File: config.mk
export PLATFORM = sky130hd
export DESIGN_NAME = rational_arith_reduce_core
export DESIGN_NICKNAME = d
export VERILOG_FILES = /design/src/hw/rtl/rar_pkg.sv /design/src/hw/rtl/rar_front.sv /design/src/hw/rtl/rar_queue.sv /design/src/hw/rtl/rar_back.sv /design/src/hw/rtl/rational_arith_reduce_core.sv
export SDC_FILE = /design/constraint.sdc
export NUM_CORES = 2
export LEC_CHECK = 0
export BUFFER_PORTS_ARGS = -buffer_cell sky130_fd_sc_hd__buf_2
export CORE_AREA = 5 5 547 549
export DETAILED_ROUTE_END_ITERATION = 7
export DIE_AREA = 0 0 552 554
export PLACE_DENSITY = 0.54
export SYNTH_ARGS = -nofsm -noshare
export SYNTH_HDL_FRONTEND = slang
export SYNTH_SLANG_ARGS = --single-unit
File: constraint.sdc
create_clock -name clk -period 14.3 [get_ports clk]
set_input_delay 4.29 -clock clk [delete_from_list [all_inputs] [get_ports clk]]
set_output_delay 4.29 -clock clk [all_outputs]
set_load 0.005 [all_outputs]
File: src/hw/rtl/rar_pkg.sv
// Shared constants for the rational arithmetic reduce core.
package rar_pkg;

  localparam logic [1:0] OP_ADD = 2'd0;
  localparam logic [1:0] OP_SUB = 2'd1;
  localparam logic [1:0] OP_MUL = 2'd2;
  localparam logic [1:0] OP_DIV = 2'd3;

  localparam int IO_WIDTH = 32;

endpackage

File: src/hw/rtl/rar_front.sv
// Front end: accepts items, forms raw numerator and denominator, flags zero over zero.
module rar_front import rar_pkg::*; #(
  parameter int DATA_WIDTH = 32
) (
  input  logic                         clk,
  input  logic                         rst,
  input  logic                         in_valid,
  output logic                         in_ready,
  input  logic [1:0]                   opcode,
  input  logic signed [IO_WIDTH-1:0]   num_a,
  input  logic signed [IO_WIDTH-1:0]   den_a,
  input  logic signed [IO_WIDTH-1:0]   num_b,
  input  logic signed [IO_WIDTH-1:0]   den_b,
  output logic                         out_valid,
  input  logic                         out_ready,
  output logic [DATA_WIDTH-1:0]        raw_num,
  output logic [DATA_WIDTH-1:0]        raw_den,
  output logic                         raw_zero
);

  localparam logic [1:0] ST_IDLE = 2'd0;
  localparam logic [1:0] ST_MUL  = 2'd1;
  localparam logic [1:0] ST_SUM  = 2'd2;
  localparam logic [1:0] ST_DONE = 2'd3;

  logic [1:0]            state;
  logic [1:0]            op;
  logic [DATA_WIDTH-1:0] na, da, nb, db;
  logic [DATA_WIDTH-1:0] p0, p1, p2;
  logic [DATA_WIDTH-1:0] x0, y0, x1, y1, x2, y2;

  function automatic logic [DATA_WIDTH-1:0] take(input logic [IO_WIDTH-1:0] v);
    logic [IO_WIDTH+DATA_WIDTH-1:0] e;
    e = {{DATA_WIDTH{v[IO_WIDTH-1]}}, v};
    return e[DATA_WIDTH-1:0];
  endfunction

  always_comb begin
    x0 = na;
    y0 = db;
    x1 = nb;
    y1 = da;
    x2 = da;
    y2 = db;
    unique case (op)
      OP_MUL: begin
        y0 = nb;
      end
      OP_DIV: begin
        y2 = nb;
      end
      default: begin
      end
    endcase
  end

  assign in_ready  = (state == ST_IDLE);
  assign out_valid = (state == ST_DONE);
  assign raw_zero  = (raw_num == '0) && (raw_den == '0);

  always_ff @(posedge clk) begin
    if (rst) begin
      state <= ST_IDLE;
    end else begin
      unique case (state)
        ST_IDLE: if (in_valid) state <= ST_MUL;
        ST_MUL:  state <= ST_SUM;
        ST_SUM:  state <= ST_DONE;
        ST_DONE: if (out_ready) state <= ST_IDLE;
        default: state <= ST_IDLE;
      endcase
    end
  end

  always_ff @(posedge clk) begin
    if (in_valid && in_ready) begin
      op <= opcode;
      na <= take(num_a);
      da <= take(den_a);
      nb <= take(num_b);
      db <= take(den_b);
    end
    if (state == ST_MUL) begin
      p0 <= DATA_WIDTH'(x0 * y0);
      p1 <= DATA_WIDTH'(x1 * y1);
      p2 <= DATA_WIDTH'(x2 * y2);
    end
    if (state == ST_SUM) begin
      raw_den <= p2;
      case (op)
        OP_ADD:  raw_num <= p0 + p1;
        OP_SUB:  raw_num <= p0 - p1;
        default: raw_num <= p0;
      endcase
    end
  end

endmodule

File: src/hw/rtl/rar_queue.sv
// Two-entry queue between the front and back ends.
module rar_queue #(
  parameter int WIDTH = 8
) (
  input  logic             clk,
  input  logic             rst,
  input  logic             wr_valid,
  output logic             wr_ready,
  input  logic [WIDTH-1:0] wr_data,
  output logic             rd_valid,
  input  logic             rd_ready,
  output logic [WIDTH-1:0] rd_data
);

  logic [WIDTH-1:0] mem [2];
  logic             wp, rp;
  logic [1:0]       count;

  assign wr_ready = (count != 2'd2);
  assign rd_valid = (count != 2'd0);
  assign rd_data  = mem[rp];

  always_ff @(posedge clk) begin
    if (rst) begin
      wp <= 1'b0;
      rp <= 1'b0;
      count <= 2'd0;
    end else begin
      if (wr_valid && wr_ready) wp <= ~wp;
      if (rd_valid && rd_ready) rp <= ~rp;
      count <= count + 2'(wr_valid && wr_ready) - 2'(rd_valid && rd_ready);
    end
  end

  always_ff @(posedge clk) begin
    if (wr_valid && wr_ready) mem[wp] <= wr_data;
  end

endmodule

File: src/hw/rtl/rar_back.sv
// Back end: Euclidean gcd, reducing divisions and the result register.
module rar_back import rar_pkg::*; #(
  parameter int DATA_WIDTH = 32
) (
  input  logic                       clk,
  input  logic                       rst,
  input  logic                       in_valid,
  output logic                       in_ready,
  input  logic [DATA_WIDTH-1:0]      raw_num,
  input  logic [DATA_WIDTH-1:0]      raw_den,
  input  logic                       raw_zero,
  output logic                       empty,
  input  logic                       pop,
  output logic signed [IO_WIDTH-1:0] result_num,
  output logic signed [IO_WIDTH-1:0] result_den,
  output logic                       status
);

  localparam int CW = $clog2(DATA_WIDTH + 1);

  localparam logic [2:0] ST_IDLE = 3'd0;
  localparam logic [2:0] ST_GCD  = 3'd1;
  localparam logic [2:0] ST_DIVN = 3'd2;
  localparam logic [2:0] ST_DIVD = 3'd3;
  localparam logic [2:0] ST_OUT  = 3'd4;

  logic [2:0]            state;
  logic [DATA_WIDTH-1:0] rn, rd, p, q, g;
  logic                  zero;
  logic                  div_busy;
  logic [CW-1:0]         cnt;
  logic [DATA_WIDTH-1:0] dividend, divisor, quo, rem;
  logic [DATA_WIDTH:0]   trial;
  logic [DATA_WIDTH-1:0] rem_sh;
  logic [DATA_WIDTH-1:0] qn;

  function automatic logic [DATA_WIDTH-1:0] mag(input logic [DATA_WIDTH-1:0] x);
    return x[DATA_WIDTH-1] ? (~x + 1'b1) : x;
  endfunction

  function automatic logic [IO_WIDTH-1:0] outw(input logic [DATA_WIDTH-1:0] x);
    logic [IO_WIDTH+DATA_WIDTH-1:0] e;
    e = {{IO_WIDTH{1'b0}}, x};
    return e[IO_WIDTH-1:0];
  endfunction

  assign in_ready = (state == ST_IDLE);
  assign empty    = (state != ST_OUT);
  assign rem_sh   = {rem[DATA_WIDTH-2:0], dividend[DATA_WIDTH-1]};
  assign trial    = {rem[DATA_WIDTH-1], rem_sh} - {1'b0, divisor};

  always_ff @(posedge clk) begin
    if (rst) begin
      state    <= ST_IDLE;
      div_busy <= 1'b0;
    end else begin
      unique case (state)
        ST_IDLE: begin
          if (in_valid) begin
            rn   <= raw_num;
            rd   <= raw_den;
            zero <= raw_zero;
            p    <= mag(raw_num);
            q    <= mag(raw_den);
            if (raw_zero) begin
              result_num <= '0;
              result_den <= '0;
            end
            state <= raw_zero ? ST_OUT : ST_GCD;
          end
        end
        ST_GCD: begin
          if (!div_busy) begin
            if (q == '0) begin
              g <= p;
              dividend <= mag(rn);
              divisor <= p;
              rem <= '0;
              cnt <= '0;
              div_busy <= 1'b1;
              state <= ST_DIVN;
            end else begin
              dividend <= p;
              divisor <= q;
              rem <= '0;
              cnt <= '0;
              div_busy <= 1'b1;
            end
          end else if (cnt == CW'(DATA_WIDTH)) begin
            div_busy <= 1'b0;
            p <= q;
            q <= rem;
          end
        end
        ST_DIVN: begin
          if (cnt == CW'(DATA_WIDTH)) begin
            qn <= rn[DATA_WIDTH-1] ? (~quo + 1'b1) : quo;
            dividend <= mag(rd);
            divisor <= g;
            rem <= '0;
            cnt <= '0;
            state <= ST_DIVD;
          end
        end
        ST_DIVD: begin
          if (cnt == CW'(DATA_WIDTH)) begin
            div_busy <= 1'b0;
            result_num <= outw(qn);
            result_den <= outw(rd[DATA_WIDTH-1] ? (~quo + 1'b1) : quo);
            state <= ST_OUT;
          end
        end
        ST_OUT: begin
          if (pop && !empty) state <= ST_IDLE;
        end
        default: state <= ST_IDLE;
      endcase
      if (div_busy && cnt != CW'(DATA_WIDTH)) begin
        cnt <= cnt + 1'b1;
        dividend <= {dividend[DATA_WIDTH-2:0], 1'b0};
        if (!trial[DATA_WIDTH]) begin
          rem <= trial[DATA_WIDTH-1:0];
          quo <= {quo[DATA_WIDTH-2:0], 1'b1};
        end else begin
          rem <= rem_sh;
          quo <= {quo[DATA_WIDTH-2:0], 1'b0};
        end
      end
    end
  end

  assign status = zero;

endmodule

File: src/hw/rtl/rational_arith_reduce_core.sv
// Top level of the rational arithmetic core with gcd reduction.
//
// Channel   Direction  Handshake    Payload
// input     in         push / full  opcode, num_a, den_a, num_b, den_b
// result    out        pop / empty  result_num, result_den, status
//
// The front end takes one item at a time through accept, multiply and sum to hand-off.
// The back end loads an item and then runs a one-bit-per-cycle restoring
// divider, first for each Euclid step and then for the two reducing
// divisions of numerator and denominator by the gcd; a zero over
// zero result is ready the cycle after the back end loads it.
// Reset is synchronous; a two-entry queue lets the front keep accepting
// while the back end works or a result waits for pop.
module rational_arith_reduce_core import rar_pkg::*; #(
  parameter int DATA_WIDTH = 32
) (
  input  logic                       clk,
  input  logic                       rst,
  input  logic                       push,
  output logic                       full,
  input  logic [1:0]                 opcode,
  input  logic signed [IO_WIDTH-1:0] num_a,
  input  logic signed [IO_WIDTH-1:0] den_a,
  input  logic signed [IO_WIDTH-1:0] num_b,
  input  logic signed [IO_WIDTH-1:0] den_b,
  output logic                       empty,
  input  logic                       pop,
  output logic signed [IO_WIDTH-1:0] result_num,
  output logic signed [IO_WIDTH-1:0] result_den,
  output logic                       status
);

  localparam int QW = 2 * DATA_WIDTH + 1;

  logic                  in_ready;
  logic                  f_valid, f_ready, q_valid, q_ready;
  logic [DATA_WIDTH-1:0] f_num, f_den;
  logic                  f_zero;
  logic [QW-1:0]         q_data;

  assign full = ~in_ready;

  rar_front #(.DATA_WIDTH(DATA_WIDTH)) u_front (
    .clk, .rst,
    .in_valid (push),
    .in_ready (in_ready),
    .opcode, .num_a, .den_a, .num_b, .den_b,
    .out_valid(f_valid),
    .out_ready(f_ready),
    .raw_num  (f_num),
    .raw_den  (f_den),
    .raw_zero (f_zero)
  );

  rar_queue #(.WIDTH(QW)) u_queue (
    .clk, .rst,
    .wr_valid(f_valid),
    .wr_ready(f_ready),
    .wr_data ({f_zero, f_den, f_num}),
    .rd_valid(q_valid),
    .rd_ready(q_ready),
    .rd_data (q_data)
  );

  rar_back #(.DATA_WIDTH(DATA_WIDTH)) u_back (
    .clk, .rst,
    .in_valid  (q_valid),
    .in_ready  (q_ready),
    .raw_num   (q_data[DATA_WIDTH-1:0]),
    .raw_den   (q_data[2*DATA_WIDTH-1:DATA_WIDTH]),
    .raw_zero  (q_data[QW-1]),
    .empty, .pop, .result_num, .result_den, .status
  );

endmodule
==> results.md <==
* First-pass GRT wire length at 362000 µm
* Relative slew slack at between 10% and 20%
* Crit. End Element: flip-flop
* Worst-margin pin slew at 1200 ps
* Vias at 57000
* Setup Viol. Count Final at 0
* Clk slew on worst S/H paths at 70 ps
* Post-route DRC at 0
* Min-delay worst type: reg2reg
* Die Wd at 552 µm
* Total track usage at 14.9%
* Number of max-cap violations at 0
* Worst EP arrival at 9150 ps
* Top delay family on crit path: adder cells
* WL/cell at roughly 19 µm
* Critical path's largest stage delay at 840 ps
* Min Tclk post-route at between 8000 and 9000 ps
* Max FFs per register at 130
* Max FO, Critical Path at 65
* Outcome: complete, no violations
* Post-synth EDFFs at approximately 800
* Mapped Cells at 8177
* Max stage delay cell, worst path: mux2_2
* Initial antenna violation count at 7
* Primary flip-flop cell chosen by synthesis mapping: edfxtp_1
* WP buf/inv at 7
* Synth warnings at 0
* Fillers at just over 30000
* Setup WS pre-CTS at 5590 ps
* CTS Hold Bufs at 0
* Layout-stage area growth over the synthesis result at 9.70%
* Cell mode on critical path: fa_1
* Final WS setup at 5580 ps
* Async SR Flop Fraction at 0%
* Largest net degree at the start of global routing at between 90 and 100
* Clk Latency, worst-skew pair at 710 ps
* Critical path type: reg2reg
* WL final at 230000 µm
* Simple-gate share of the synthesized area at between 10% and 20%
* Post-CTS Setup Bufs at 0
* Crit path required time at 14730 ps
* Post-synthesis sequential area ratio at 29.1%
* Pins Over Slew Limit at 0
* Initial Util at 28.8%
* Top-Level Pins at 201
* CTS tree: done
* Vias in the first global route at 61600
* Max Clk Rate at ~110 MHz
* IO buf count at 200
* Row count at a little under 200
* Largest reg by FF count: u_queue.mem
* Via density at 4.68
* Synth Area in XOR/XNOR at under 10%
* CTS max path bufs at 3
* Final hold viol count at 0
* First DRT Iteration DRCs at 3638
* Avg Inst Size Synth at around 10 µm²
* Sum Neg Setup Slack at 0 ps
* Global route overflow at 0
* Largest family of logic cells by synthesized area: adder cells
* Synth Area in Adders at 35.6%
* Synthesized area at between 0.08 and 0.09 mm²
* Tcrit/Tclk final at 61.0%
* HPWL Detailed at roughly 170000 µm
* Root Buffer: clkbuf_16
* Htree depth at 3
* Post-CTS sizing at 0
* Core footprint at 0.293 mm²
* Sink Count at 822
* Post-synthesis net count at 9984
* Num CTS Buffers at 90
* Die height at 554 µm
* Nets@finish at 9970
* Critical path launch point type: flip-flop
* First-pass detailed-route iteration total at 5
* Multiplexer share of the synthesized area at 2.08%
* Antenna-violating nets left at 0
* Fraction of layout instances using a drive strength above 1 at between 6 and 7%
* Die area at between 0.3 and 0.4 mm²
* Synth Area in Compound Gates at 5.53%
* RSZ-0062 raised after global routing: no
* Yosys reg bits at 822
* Synth cell types at 79
* Routability congestion estimate at ~0.86
* Skew final at 48.1 ps
[synthesized netlist by cell type (48+ instances only)]
cell	n	share of area (%)
nor2_1	257	1.1
and2_1	797	5.9
xnor2_1	355	3.7
mux2i_1	77	0.91
xor2_1	154	1.6
clkbuf_1	367	1.6
nand2_1	1070	4.7
and3_1	48	0.36
ha_1	447	6.6
a21o_1	48	0.43
o21ai_0	242	1.4
inv_1	1329	5.9
edfxtp_1	811	29
nor3_1	63	0.37
fa_1	1226	29
mux2_2	88	1.2
a21oi_1	220	1.3
nor2b_1	54	0.40
[placed cells by master, fill, tap and decap left out, types with 77 or more instances in the layout]
cell and n:
a21oi_1 220, and2_1 796, buf_2 200, buf_4 94, clkbuf_16 90, edfxtp_1 811
fa_1 1226, ha_1 445, inv_1 1329, mux2_2 88, mux2i_1 77, nand2_1 1069
nor2_1 253, o21ai_0 242, xnor2_1 355, xor2_1 154
[layout make-up]
| type | count | area, µm² | area share, % |
|---|---|---|---|
| multi-input cells | 5624 | 53600 | 57.8 |
| well taps | 3919 | 4900 | 5.28 |
| diodes | 1 | 2.50 | 0.00270 |
| clock buffers | 104 | 2300 | 2.48 |
| inverters | 1331 | 5000 | 5.38 |
| repair buffers | 294 | 1710 | 1.84 |
| flip-flops and latches | 822 | 24600 | 26.5 |
| clock inverters | 62 | 711 | 0.766 |
[kinds of logic (layout without fill, tap and decap cells)]
kind of cell	Yosys count	after routing
XOR/XNOR	511	511
AND/OR/NAND/NOR	2513	2513
flip-flops	822	822
other	0	1
buffers and inverters	1731	1791
adder cells (fa/ha/maj)	1673	1673
AO/OA/AOI/OAI	762	762
multiplexers	165	165
[per-stage QoR]
stage	instances	hold slack [ps]	area, µm²	utilization (%)
2_1_floorplan	8177	400	84600	-
3_3_place_gp	12000	403	89800	30.6
5_1_grt	12200	427	92800	31.6
3_5_place_dp	12000	405	89800	30.6
4_1_cts	12200	419	92800	31.6
6_report	12200	418	92800	31.6
[path summary, 6_finish.rpt]
path	startpoint	endpoint	slack, ps	cells past startpoint
max reg2reg	u_front.op[1]	u_front.p0[28]	5580	27
min	u_front.p2[28]	u_front.raw_den[28]	420	0
max	u_front.op[1]	u_front.p0[28]	5580	27
min reg2reg	u_front.p2[28]	u_front.raw_den[28]	420	0
[routing by layer]
layer	global-route usage [%]	vias up	wire, µm
met1	19.9	29300	101000
met3	2.09	349	11200
met4	4.44	2	7560
met2	25.2	1532	110000
met5	0	-	13
li1	-	25800	-
Power is left out: the tool's default activity adds up to more than one toggle a clock period on the data nets, which glitch-free logic cannot reach.
